===== config.mk =====
export PLATFORM = sky130hd
export DESIGN_NAME = llmc_div
export DESIGN_NICKNAME = d
export VERILOG_FILES = /design/src/rtl/llmc_pkg.sv /design/src/rtl/llmc_div.sv
export SDC_FILE = /design/constraint.sdc
export NUM_CORES = 1
export LEC_CHECK = 0
export BUFFER_PORTS_ARGS = -buffer_cell sky130_fd_sc_hd__buf_2
export CORE_ASPECT_RATIO = 1.25
export CORE_UTILIZATION = 30
export DETAILED_ROUTE_END_ITERATION = 6
export PLACE_DENSITY = 0.54
export SYNTH_ARGS = -nofsm -noshare
export SYNTH_HDL_FRONTEND = slang
export SYNTH_SLANG_ARGS = --single-unit

===== constraint.sdc =====
create_clock -name clk -period 4.3 [get_ports clk]
set_input_delay 0.43 -clock clk [delete_from_list [all_inputs] [get_ports clk]]
set_output_delay 0.43 -clock clk [all_outputs]
set_load 0.02 [all_outputs]

===== src/rtl/llmc_pkg.sv =====
// Package for the limit line margin checker: field widths, reset values,
// operation/status/register codes, segment entry type and state enums.
// No dependencies.
package llmc_pkg;

  localparam int FREQ_W   = 33;
  localparam int LVL_W    = 17;
  localparam int MARGIN_W = 18;
  localparam int EXP_W    = 6;
  localparam int FRAC_W   = 16;
  localparam int LOG_W    = EXP_W + FRAC_W;
  localparam int MAG_W    = 17;
  localparam int PROD_W   = MAG_W + LOG_W + 1;

  localparam logic signed [MARGIN_W-1:0] MARGIN_MAX  = 18'sd102400;
  localparam logic signed [MARGIN_W-1:0] MARGIN_MIN  = -18'sd102400;
  localparam logic signed [MARGIN_W-1:0] WORST_RESET = 18'sd102400;
  localparam logic signed [LVL_W-1:0]    PEAK_RESET  = -17'sd51200;
  localparam logic signed [LVL_W-1:0]    EMPTY_RESET = -17'sd51200;
  localparam logic [15:0]                THRESH_RESET = 16'd1536;

  localparam logic OP_SEGMENT = 1'b0;
  localparam logic OP_POINT   = 1'b1;

  localparam logic [1:0] STATUS_PASS     = 2'd0;
  localparam logic [1:0] STATUS_MARGINAL = 2'd1;
  localparam logic [1:0] STATUS_FAIL     = 2'd2;

  localparam logic [1:0] REG_SEGMENTS  = 2'd0;
  localparam logic [1:0] REG_THRESHOLD = 2'd1;
  localparam logic [1:0] REG_EMPTY     = 2'd2;

  typedef struct packed {
    logic [FREQ_W-1:0]       start_freq;
    logic [FREQ_W-1:0]       stop_freq;
    logic signed [LVL_W-1:0] start_level;
    logic signed [LVL_W-1:0] stop_level;
  } seg_t;

  typedef enum logic [3:0] {
    ST_IDLE,
    ST_READ,
    ST_CHECK,
    ST_LOG_START,
    ST_LOG_STOP,
    ST_LOG_POINT,
    ST_SCALE,
    ST_DIVIDE,
    ST_FINISH
  } llmc_state_t;

  typedef enum logic [1:0] {
    L_IDLE,
    L_NORM,
    L_SQUARE
  } log_state_t;

endpackage


===== src/rtl/llmc_div.sv =====
// Restoring divider for the interpolation step: one quotient bit a cycle.
// Quotient is known to fit 17 bits, so only 17 steps run. Depends on llmc_pkg.
module llmc_div import llmc_pkg::*; (
  input  logic              clk,
  input  logic              rst,
  input  logic              start,
  input  logic [PROD_W-1:0] dividend,
  input  logic [LOG_W-1:0]  divisor,
  output logic              done,
  output logic [MAG_W-1:0]  quotient
);

  logic             busy;
  logic [4:0]       cnt;
  logic [LOG_W-1:0] rem;
  logic [MAG_W-1:0] low;
  logic [LOG_W:0]   trial;
  logic             ge;

  assign trial = {rem, low[MAG_W-1]};
  assign ge    = trial >= {1'b0, divisor};

  always_ff @(posedge clk) begin
    if (rst) begin
      busy <= 1'b0;
      done <= 1'b0;
    end else begin
      done <= busy && cnt == 5'd0;
      if (start)                     busy <= 1'b1;
      else if (busy && cnt == 5'd0) busy <= 1'b0;
    end
  end

  always_ff @(posedge clk) begin
    if (start) begin
      // the upper part is already below the divisor
      rem <= dividend[PROD_W-2:MAG_W];
      low <= dividend[MAG_W-1:0];
      cnt <= 5'(MAG_W - 1);
    end else if (busy) begin
      rem      <= ge ? LOG_W'(trial - {1'b0, divisor}) : trial[LOG_W-1:0];
      low      <= low << 1;
      quotient <= {quotient[MAG_W-2:0], ge};
      cnt      <= cnt - 5'd1;
    end
  end

endmodule


==> results.toml <==
[power_and_ir_drop]
pwr-share-seq_pct = 31.9
clockPowerShare_pct = 26.5
intPower_w = 0.001778
powerDensity_nw_per_um2 = 550.2
pwr-share-comb_pct = 41.7
p_sw_w = 0.0009218
p_leak_nw = 2.099
switching_share_pct = 34.15
ir_worst_vdd_v = 0.0002206

[yosys]
synthCells = 379
synth_ff_type = "edfxtp_1"
yosysWarnings = 0
syn-cell-area_um2 = 4038
synth.distinct_cells = 52
syn_nets = 468
syn_avg_cell_area_um2 = 10.65
synth-edff-count = 56
yosys_register_bits = 63
synthArstFlopShare_pct = 0
yosysSeqAreaShare_pct = 45.12

[placed_design]
io_buffer_count = 81
hpwl_um = 6655
dp_slack_ns = 0.8256
place.gp.congestion = 0.7607

[timing]
worst_slack_ns = 0.9217
skew_ns = 0.009018
worst_slew_pin_slew_ns = 1.013
setup_viol = 0
worst_hold_slack_ns = 0.2687
hold_viol = 0
max_freq_mhz = 296.0
maxSlewViolCount = 0
grt_setup_unrepaired = "no"
relSlewSlack_pct = 32.49
finalCritPeriodShare_pct = 78.57
setup_tns_ns = 0
final.min_clock_period_ns = 3.378

[clocking]
cts_made_buffers = 9
insertion_delay_ns = 0.33
cts_tree = "built"
hold_buffers = 0
clock-sinks = 63
cts-root-buf = "clkbuf_16"
htreeDepth = 3
post_cts_resized = 0
path_clk_slew_ns = 0.05
clock_path_buffers = 2
post_cts.repair.setup_buffers = 0

[critical_path]
cpMaxStageDelayCell = "a21oi_1"
cp.required_ns = 4.38
cp-start-kind = "flip-flop"
path_common_cell = "mux2_2"
cpPeakStageDelay_ns = 0.45
cp_max_fo = 21
crit_chain = "ha_1, nand4_1, nor3b_1, nor3_1, a21oi_1, o21ai_4, inv_2, mux2_2, mux2_2"
worstSetupPathType = "reg2reg"
cp.arrival_ns = 3.46
end_kind = "flip-flop"

[floorplanning]
coreArea_um2 = 13170
dieArea_um2 = 13930
io_pins = 83
start_util_pct = 30.65
rows = 47
die-height_um = 131.7
die_w_um = 105.8

[layout]
fillers = 1354
antenna_cells = 0
nets = 549
final_util_pct = 37.24
syn_to_final_growth_pct = 21.51
drive_above_1_share_pct = 30.39

[drt]
totalWireLength_um = 9289
avgViaCountPerCell = 4.906
dr.pass1.iters = 4
wire_per_inst_um = 14.63
via_count = 3115
drc = 0
final_antenna_net_count = 0
drt_iter0_markers = 150

[grt]
first_global_vias = 3238
grt_pass1_wl_um = 15480
grt_usage_pct = 14.11
overflow = 0
grt_antenna_before_repair = 0
grt_max_degree = 52

[worst_hold_path]
hp-class = "in2reg"

[run_status]
run_status = "completed"

[flow_run]
drv_cap = 0
[cell families (layout without fill, tap and decap cells)]
family | count (synthesis) | count (layout) | synth area share, %
fa+ha+maj | 24 | 24 | 7.623
mux | 39 | 39 | 11.43
flops | 63 | 63 | 45.12
buf+inv | 45 | 130 | 4.400
compound gates | 87 | 87 | 14.07
simple gates | 108 | 108 | 14.53
xor+xnor | 13 | 13 | 2.820
[metrics by stage]
step                instance area (um2)  total power, W  instances
floorplan                          4038        0.001757        379
global placement                   4618        0.001979        620
detailed placement                 4618        0.001999        620
CTS                                4906        0.002737        635
global route                       4906        0.002901        635
finish                             4906        0.002699        635
[layer usage]
metal,global-route usage (%),share of wire [%],up-vias
met2,24.07,50,61
met5,0,0,-
li1,-,-,1577
met1,16.56,44,1464
met3,3.423,4.0,13
met4,6.636,2.0,0
[power by group through the flow]
stage	clock (W)	combinational (W)	sequential [W]
after floorplan	0	0.000896	0.000861
after global placement	0	0.00111	0.000868
after detailed placement	0	0.00113	0.000873
after CTS	0.000741	0.00113	0.000861
after global routing	0.000765	0.00126	0.000873
final	0.000714	0.00112	0.000860
[Yosys cell counts, types with 8 or more instances]
| cell | number | area share, % |
|---|---|---|
| mux2_2 | 29 | 8.1 |
| nand3_1 | 10 | 1.2 |
| clkbuf_1 | 9 | 0.84 |
| o21ai_0 | 18 | 2.2 |
| inv_1 | 30 | 2.8 |
| a21oi_1 | 29 | 3.6 |
| nor2_1 | 17 | 1.6 |
| nor3_1 | 10 | 1.2 |
| edfxtp_1 | 56 | 42 |
| nand2_1 | 18 | 1.7 |
| a21o_1 | 8 | 1.5 |
| nor2b_1 | 13 | 2.0 |
| ha_1 | 23 | 7.1 |
[cells in the final DEF (no fill, tap or decap), types with 3 or more instances in the layout]
master	synthesis	routed
buf_2	1	81
xnor2_1	7	7
and2_1	3	3
a211o_1	3	3
buf_4	0	3
nor3b_1	3	3
a21oi_1	29	29
o2111a_1	3	3
nand2b_1	4	4
a211oi_1	5	5
o31ai_1	3	3
nor2b_1	13	13
or3_1	6	6
o21bai_1	4	4
nor2_1	17	17
nand2_1	18	18
inv_1	30	30
o21ai_0	18	18
mux2_4	7	7
or4_1	3	3
edfxtp_1	56	56
dfxtp_1	7	7
mux2i_1	3	3
nor4_1	4	4
nor3_1	10	10
mux2_2	29	29
clkbuf_16	0	9
or2_2	3	3
nand4_1	6	6
a21o_1	8	8
xor2_1	6	6
ha_1	23	23
nand3_1	10	10
[worst max-delay path, delay by kind of cell, from the launching register on]
kind,cells,cell delay (ns)
flip-flops,1,0.39
AND/OR/NAND/NOR,3,0.71
buffers and inverters,1,0.41
adder cells (fa/ha/maj),1,0.41
multiplexers,2,0.64
AO/OA/AOI/OAI,2,0.56
[registers in the layout, indices dropped and copies added, names as in the netlist]
signal	count
rem	22
low	17
quotient	17
cnt	5
busy	1
done	1
[layout make-up]
cell class,count,area [um2],area share (%)
Multi-Input combinational cell,271,2038,41.55
Sequential cell,63,1822,37.13
Timing Repair Buffer,84,427.9,8.722
Clock buffer,9,225.2,4.591
Tap cell,171,214.0,4.361
Inverter,31,116.4,2.372
Clock inverter,6,62.56,1.275
[worst paths after layout]
kind	startpoint	to	slack [ns]	cells after the start
setup / recovery	rem[7]	rem[2]	0.92	9
hold / removal	rst	busy	0.27	2
setup reg to reg	rem[7]	rem[2]	0.92	9
hold reg to reg	quotient[8]	quotient[9]	0.45	0
(Power assumes the default switching activity.)
