**src/rtl/llmc_pkg.sv**
```systemverilog
// Package for the limit line margin checker: field widths, reset values,
// operation/status/register codes, segment entry type and state enums.
// No dependencies.
package llmc_pkg;

  localparam int FREQ_W   = 33;
  localparam int LVL_W    = 17;
  localparam int MARGIN_W = 18;
  localparam int EXP_W    = 6;
  localparam int FRAC_W   = 16;
  localparam int LOG_W    = EXP_W + FRAC_W;
  localparam int MAG_W    = 17;
  localparam int PROD_W   = MAG_W + LOG_W + 1;

  localparam logic signed [MARGIN_W-1:0] MARGIN_MAX  = 18'sd102400;
  localparam logic signed [MARGIN_W-1:0] MARGIN_MIN  = -18'sd102400;
  localparam logic signed [MARGIN_W-1:0] WORST_RESET = 18'sd102400;
  localparam logic signed [LVL_W-1:0]    PEAK_RESET  = -17'sd51200;
  localparam logic signed [LVL_W-1:0]    EMPTY_RESET = -17'sd51200;
  localparam logic [15:0]                THRESH_RESET = 16'd1536;

  localparam logic OP_SEGMENT = 1'b0;
  localparam logic OP_POINT   = 1'b1;

  localparam logic [1:0] STATUS_PASS     = 2'd0;
  localparam logic [1:0] STATUS_MARGINAL = 2'd1;
  localparam logic [1:0] STATUS_FAIL     = 2'd2;

  localparam logic [1:0] REG_SEGMENTS  = 2'd0;
  localparam logic [1:0] REG_THRESHOLD = 2'd1;
  localparam logic [1:0] REG_EMPTY     = 2'd2;

  typedef struct packed {
    logic [FREQ_W-1:0]       start_freq;
    logic [FREQ_W-1:0]       stop_freq;
    logic signed [LVL_W-1:0] start_level;
    logic signed [LVL_W-1:0] stop_level;
  } seg_t;

  typedef enum logic [3:0] {
    ST_IDLE,
    ST_READ,
    ST_CHECK,
    ST_LOG_START,
    ST_LOG_STOP,
    ST_LOG_POINT,
    ST_SCALE,
    ST_DIVIDE,
    ST_FINISH
  } llmc_state_t;

  typedef enum logic [1:0] {
    L_IDLE,
    L_NORM,
    L_SQUARE
  } log_state_t;

endpackage

```
**src/rtl/llmc_log2.sv**
```systemverilog
// Fixed-point log2 of a 33-bit frequency: 6-bit exponent, 16-bit fraction.
// Normalizes by shifts of four bits or one bit, then one squaring step a cycle.
// Depends on llmc_pkg.
module llmc_log2 import llmc_pkg::*; (
  input  logic              clk,
  input  logic              rst,
  input  logic              start,
  input  logic [FREQ_W-1:0] value,
  output logic              done,
  output logic [LOG_W-1:0]  result
);

  log_state_t        state, state_next;
  logic [FREQ_W-1:0] val;
  logic [EXP_W-1:0]  expo;
  logic [31:0]       mant;
  logic [3:0]        cnt;
  logic [FRAC_W-1:0] frac, frac_next;
  logic [63:0]       prod;
  logic [32:0]       sq;
  logic              finish;

  assign prod = {32'b0, mant} * {32'b0, mant};
  assign sq   = prod[63:31];
  assign frac_next = frac | (sq[32] ? (16'd1 << cnt) : 16'd0);

  always_comb begin
    state_next = state;
    case (state)
      L_IDLE: begin
        if (start && value != '0) state_next = L_NORM;
      end
      L_NORM: begin
        if (val[FREQ_W-1]) state_next = L_SQUARE;
      end
      L_SQUARE: begin
        if (cnt == 4'd0) state_next = L_IDLE;
      end
      default: state_next = L_IDLE;
    endcase
  end

  always_comb begin
    case (state)
      L_IDLE:   finish = start && value == '0;
      L_SQUARE: finish = cnt == 4'd0;
      default:  finish = 1'b0;
    endcase
  end

  always_ff @(posedge clk) begin
    if (rst) begin
      state <= L_IDLE;
      done  <= 1'b0;
    end else begin
      state <= state_next;
      done  <= finish;
    end
  end

  always_ff @(posedge clk) begin
    case (state)
      L_IDLE: begin
        if (start) begin
          val  <= value;
          expo <= 6'd32;
          frac <= '0;
        end
      end
      L_NORM: begin
        // take the mantissa as Q31 once the leading one reaches the top
        if (val[FREQ_W-1]) begin
          mant <= val[FREQ_W-1:1];
          cnt  <= 4'd15;
        end else if (val[FREQ_W-1:FREQ_W-4] == 4'd0) begin
          val  <= val << 4;
          expo <= expo - 6'd4;
        end else begin
          val  <= val << 1;
          expo <= expo - 6'd1;
        end
      end
      L_SQUARE: begin
        mant <= sq[32] ? sq[32:1] : sq[31:0];
        frac <= frac_next;
        cnt  <= cnt - 4'd1;
      end
      default: ;
    endcase
    if (finish) result <= (state == L_IDLE) ? '0 : {expo, frac_next};
  end

endmodule

```
**config.mk**
```make
export PLATFORM = sky130hd
export DESIGN_NAME = llmc_log2
export DESIGN_NICKNAME = d
export VERILOG_FILES = /design/src/rtl/llmc_pkg.sv /design/src/rtl/llmc_log2.sv
export SDC_FILE = /design/constraint.sdc
export NUM_CORES = 2
export LEC_CHECK = 0
export BUFFER_PORTS_ARGS = -buffer_cell sky130_fd_sc_hd__buf_2
export CAP_MARGIN = 20
export CORE_ASPECT_RATIO = 0.5
export CORE_UTILIZATION = 65
export DETAILED_ROUTE_END_ITERATION = 6
export HOLD_SLACK_MARGIN = 0.08
export PLACE_DENSITY = 0.82
export SLEW_MARGIN = 20
export SYNTH_ARGS = -nofsm -noshare
export SYNTH_HDL_FRONTEND = slang
export SYNTH_SLANG_ARGS = --single-unit
```
**constraint.sdc**
```tcl
create_clock -name clk -period 12.39 [get_ports clk]
set_input_delay 2.478 -clock clk [delete_from_list [all_inputs] [get_ports clk]]
set_output_delay 2.478 -clock clk [all_outputs]
set_load 0.02 [all_outputs]
```
==> results.py <==
metrics = {
    "clock_network": {
        "clockBufferDepth": 2,
        "clock-sinks": 116,
        "root_buffer": "clkbuf_16",
        "cts.clk_slew.worst_paths_ps": 60,
        "clk-insertion-delay-late_ps": 420,
        "ctsHoldBuffers": 0,
        "cts_setup_buffers": 0,
        "cts.htree.levels": 4,
        "cts_tree": "done",
        "ctsResizeCount": 0,
        "cts_made_buffers": 17,
    },
    "layout": {
        "multi_input_area_mm2": 0.02682,
        "num-nets-final": 4734,
        "final_common_cell": "inv_1",
        "syn2layout_area_growth_pct": 4.388,
        "fill_cells": 3807,
        "seq_area_mm2": 0.003453,
        "final_cell_mix": "987 x inv_1, 791 x fa_1, 374 x nand2_1",
        "final_layout_size_suffix_gt1_share_pct": 4.620,
    },
    "global_routing": {
        "grt_pass1_vias": 27860,
        "antenna_found_initial": 5,
        "grt_start_max_net_pins": 63,
        "grt_overflow": 0,
        "grt_use_total_pct": 34.37,
        "grt_pass1_wl_um": 143100,
    },
    "critical_path": {
        "start_kind": "flop",
        "arrival_ps": 9530,
        "crit_path_end_kind": "flop",
        "cp-startpoint": "mant[5]",
        "r2r_end": "frac[12]",
        "r2r_cells": 27,
        "crit_end": "frac[12]",
        "reg2reg_slack_ps": 3010,
        "cp_max_fo": 39,
        "worst-setup-path-type": "flop to flop",
        "crit_required_ps": 12540,
        "regToRegStartpoint": "mant[5]",
    },
    "floorplan": {
        "initial_core_util_pct": 66.11,
        "die_height_um": 164.9,
        "core_area_mm2": 0.05219,
        "die_width_um": 327.8,
        "row_count": 59,
        "ios": 59,
        "die-area_mm2": 0.05406,
    },
    "sta": {
        "fin_crit_sh_pct": 75.67,
        "worstMarginPinSlew_ps": 969.3,
        "setup_tns_ps": 0,
        "hold_viol_final": 0,
        "final.setup_skew_ps": 14.93,
        "period_minus_slack_ps": 9375,
        "drv_slew": 0,
        "slew_headroom_pct": 35.38,
        "max_freq_mhz": 106.7,
        "rsz0062_at_grt": "no",
        "setup_viol": 0,
    },
    "yosys": {
        "synth_fp_nets": 4756,
        "synth_seq_area_share_pct": 10.01,
        "postSynthAreaPerCell_um2": 9.521,
        "synth_edf_count": 113,
        "synth_cells": 3624,
        "synth.top_cell.area_share_pct": 45.89,
        "ys_ff_latch": 116,
        "ys_types": 70,
        "async_reset_ff_share_pct": 0,
        "synth_area_mm2": 0.03450,
        "yosysTopAreaCell": "fa_1",
        "synth_area_leaders": "fa_1 46%, ha_1 11%, inv_1 11%",
        "synth_warnings": 0,
        "ys.flop_type": "edfxtp_1",
    },
    "detailed_routing": {
        "drt_pass1_iterations": 7,
        "drtIter0Drc": 1818,
        "vias_per_cell": 5.737,
        "ant_nets": 0,
        "wl_per_cell_um": 20.12,
        "num_vias": 24770,
        "drc": 0,
        "wl_um": 86860,
    },
    "place": {
        "place.gp.congestion": 0.9878,
        "dpl.hpwl_um": 68840,
        "io_buffers": 58,
    },
    "worst_hold_path": {
        "hp-class": "flop to flop",
    },
    "flow_run": {
        "maxCapViolations": 0,
    },
    "run_status": {
        "status": "finished clean",
    },
}
==> synth_stat cells, drive strengths merged, types with 13 or more instances <==
library cell,n
o21ai,84
nor2b,19
o21bai,15
edfxtp,113
ha,305
nor4,13
nor2,127
fa,791
xor2,37
and2,230
xnor2,44
a21o,17
nand3,33
clkbuf,129
a21oi,79
nand2,374
nor3,21
mux2i,30
inv,987
a31oi,18
==> worst min path at each step <==
stage	from	endpoint	slack [ps]	depth (start not counted)
3_3_place_gp	frac[6]	frac[6]	540	2
3_5_place_dp	frac[2]	frac[2]	540	2
4_1_cts	frac[10]	frac[10]	560	2
2_1_floorplan	frac[0]	frac[0]	520	2
5_1_grt	frac[13]	result[13]	590	2
6_report	frac[10]	frac[10]	550	2
==> critical path: stages (launching register included) <==
cell and delay (ps):
edfxtp_1 980, buf_4 470, nand2_1 160, inv_1 140, fa_1 480, fa_1 470, fa_1 550, inv_1 50
fa_1 470, inv_1 50, fa_1 500, fa_1 480, fa_1 510, inv_1 50, fa_1 470, inv_1 50
ha_1 370, nand4_1 190, nor3_2 230, nand2_1 130, o211ai_1 610, a21oi_2 160, a21boi_2 240, nor3_1 130
or3_1 360, buf_4 280, a41oi_1 410, nor2_1 90
==> final cells by class <==
cell class                 instances  area share [%]
tap                              701           2.435
multi-input combinational       2379           74.47
timing repair buffer             100           1.681
clock inverter                    14          0.3265
inverter                         988           10.30
clock buffer                      18           1.192
sequential                       116           9.588
antenna                            1        0.006948
==> through the flow <==
stage,hold WS (ps),cells,area [µm²],setup WS (ps),util [%]
2_1_floorplan,520.4,3624,34500,4586,-
5_1_grt,587.5,4316,36010,2576,69.00
6_report,553.2,4317,36020,3015,69.01
4_1_cts,562.0,4316,36010,3236,68.99
3_3_place_gp,537.1,4284,35460,3249,67.94
3_5_place_dp,544.8,4284,35460,3267,67.94
==> per-layer routing <==
metal / vias to the layer above / global-route usage, % / part of all wire (%)
li1: 10810 / - / -
met1: 12600 / 42.60 / 37
met2: 1076 / 59.80 / 50
met3: 283 / 6.282 / 8.5
met4: 2 / 14.40 / 4.4
met5: - / 0 / 0.015
==> registers in the layout, indices dropped and copies added, names as in the netlist <==
signal and flops:
val 33, expo 6, mant 32, cnt 4
state 2, done 1, result 22, frac 16
==> kinds of logic after synthesis <==
| logic type | synth area share [%] |
|---|---|
| flops | 10.01 |
| compound gates | 5.751 |
| xor+xnor | 2.056 |
| fa+ha+maj | 56.96 |
| simple gates | 11.99 |
| buf+inv | 12.33 |
| mux | 0.9030 |
Power is not shown: default switching activity piles up to over one toggle a cycle in this logic, so the estimate is an artifact.
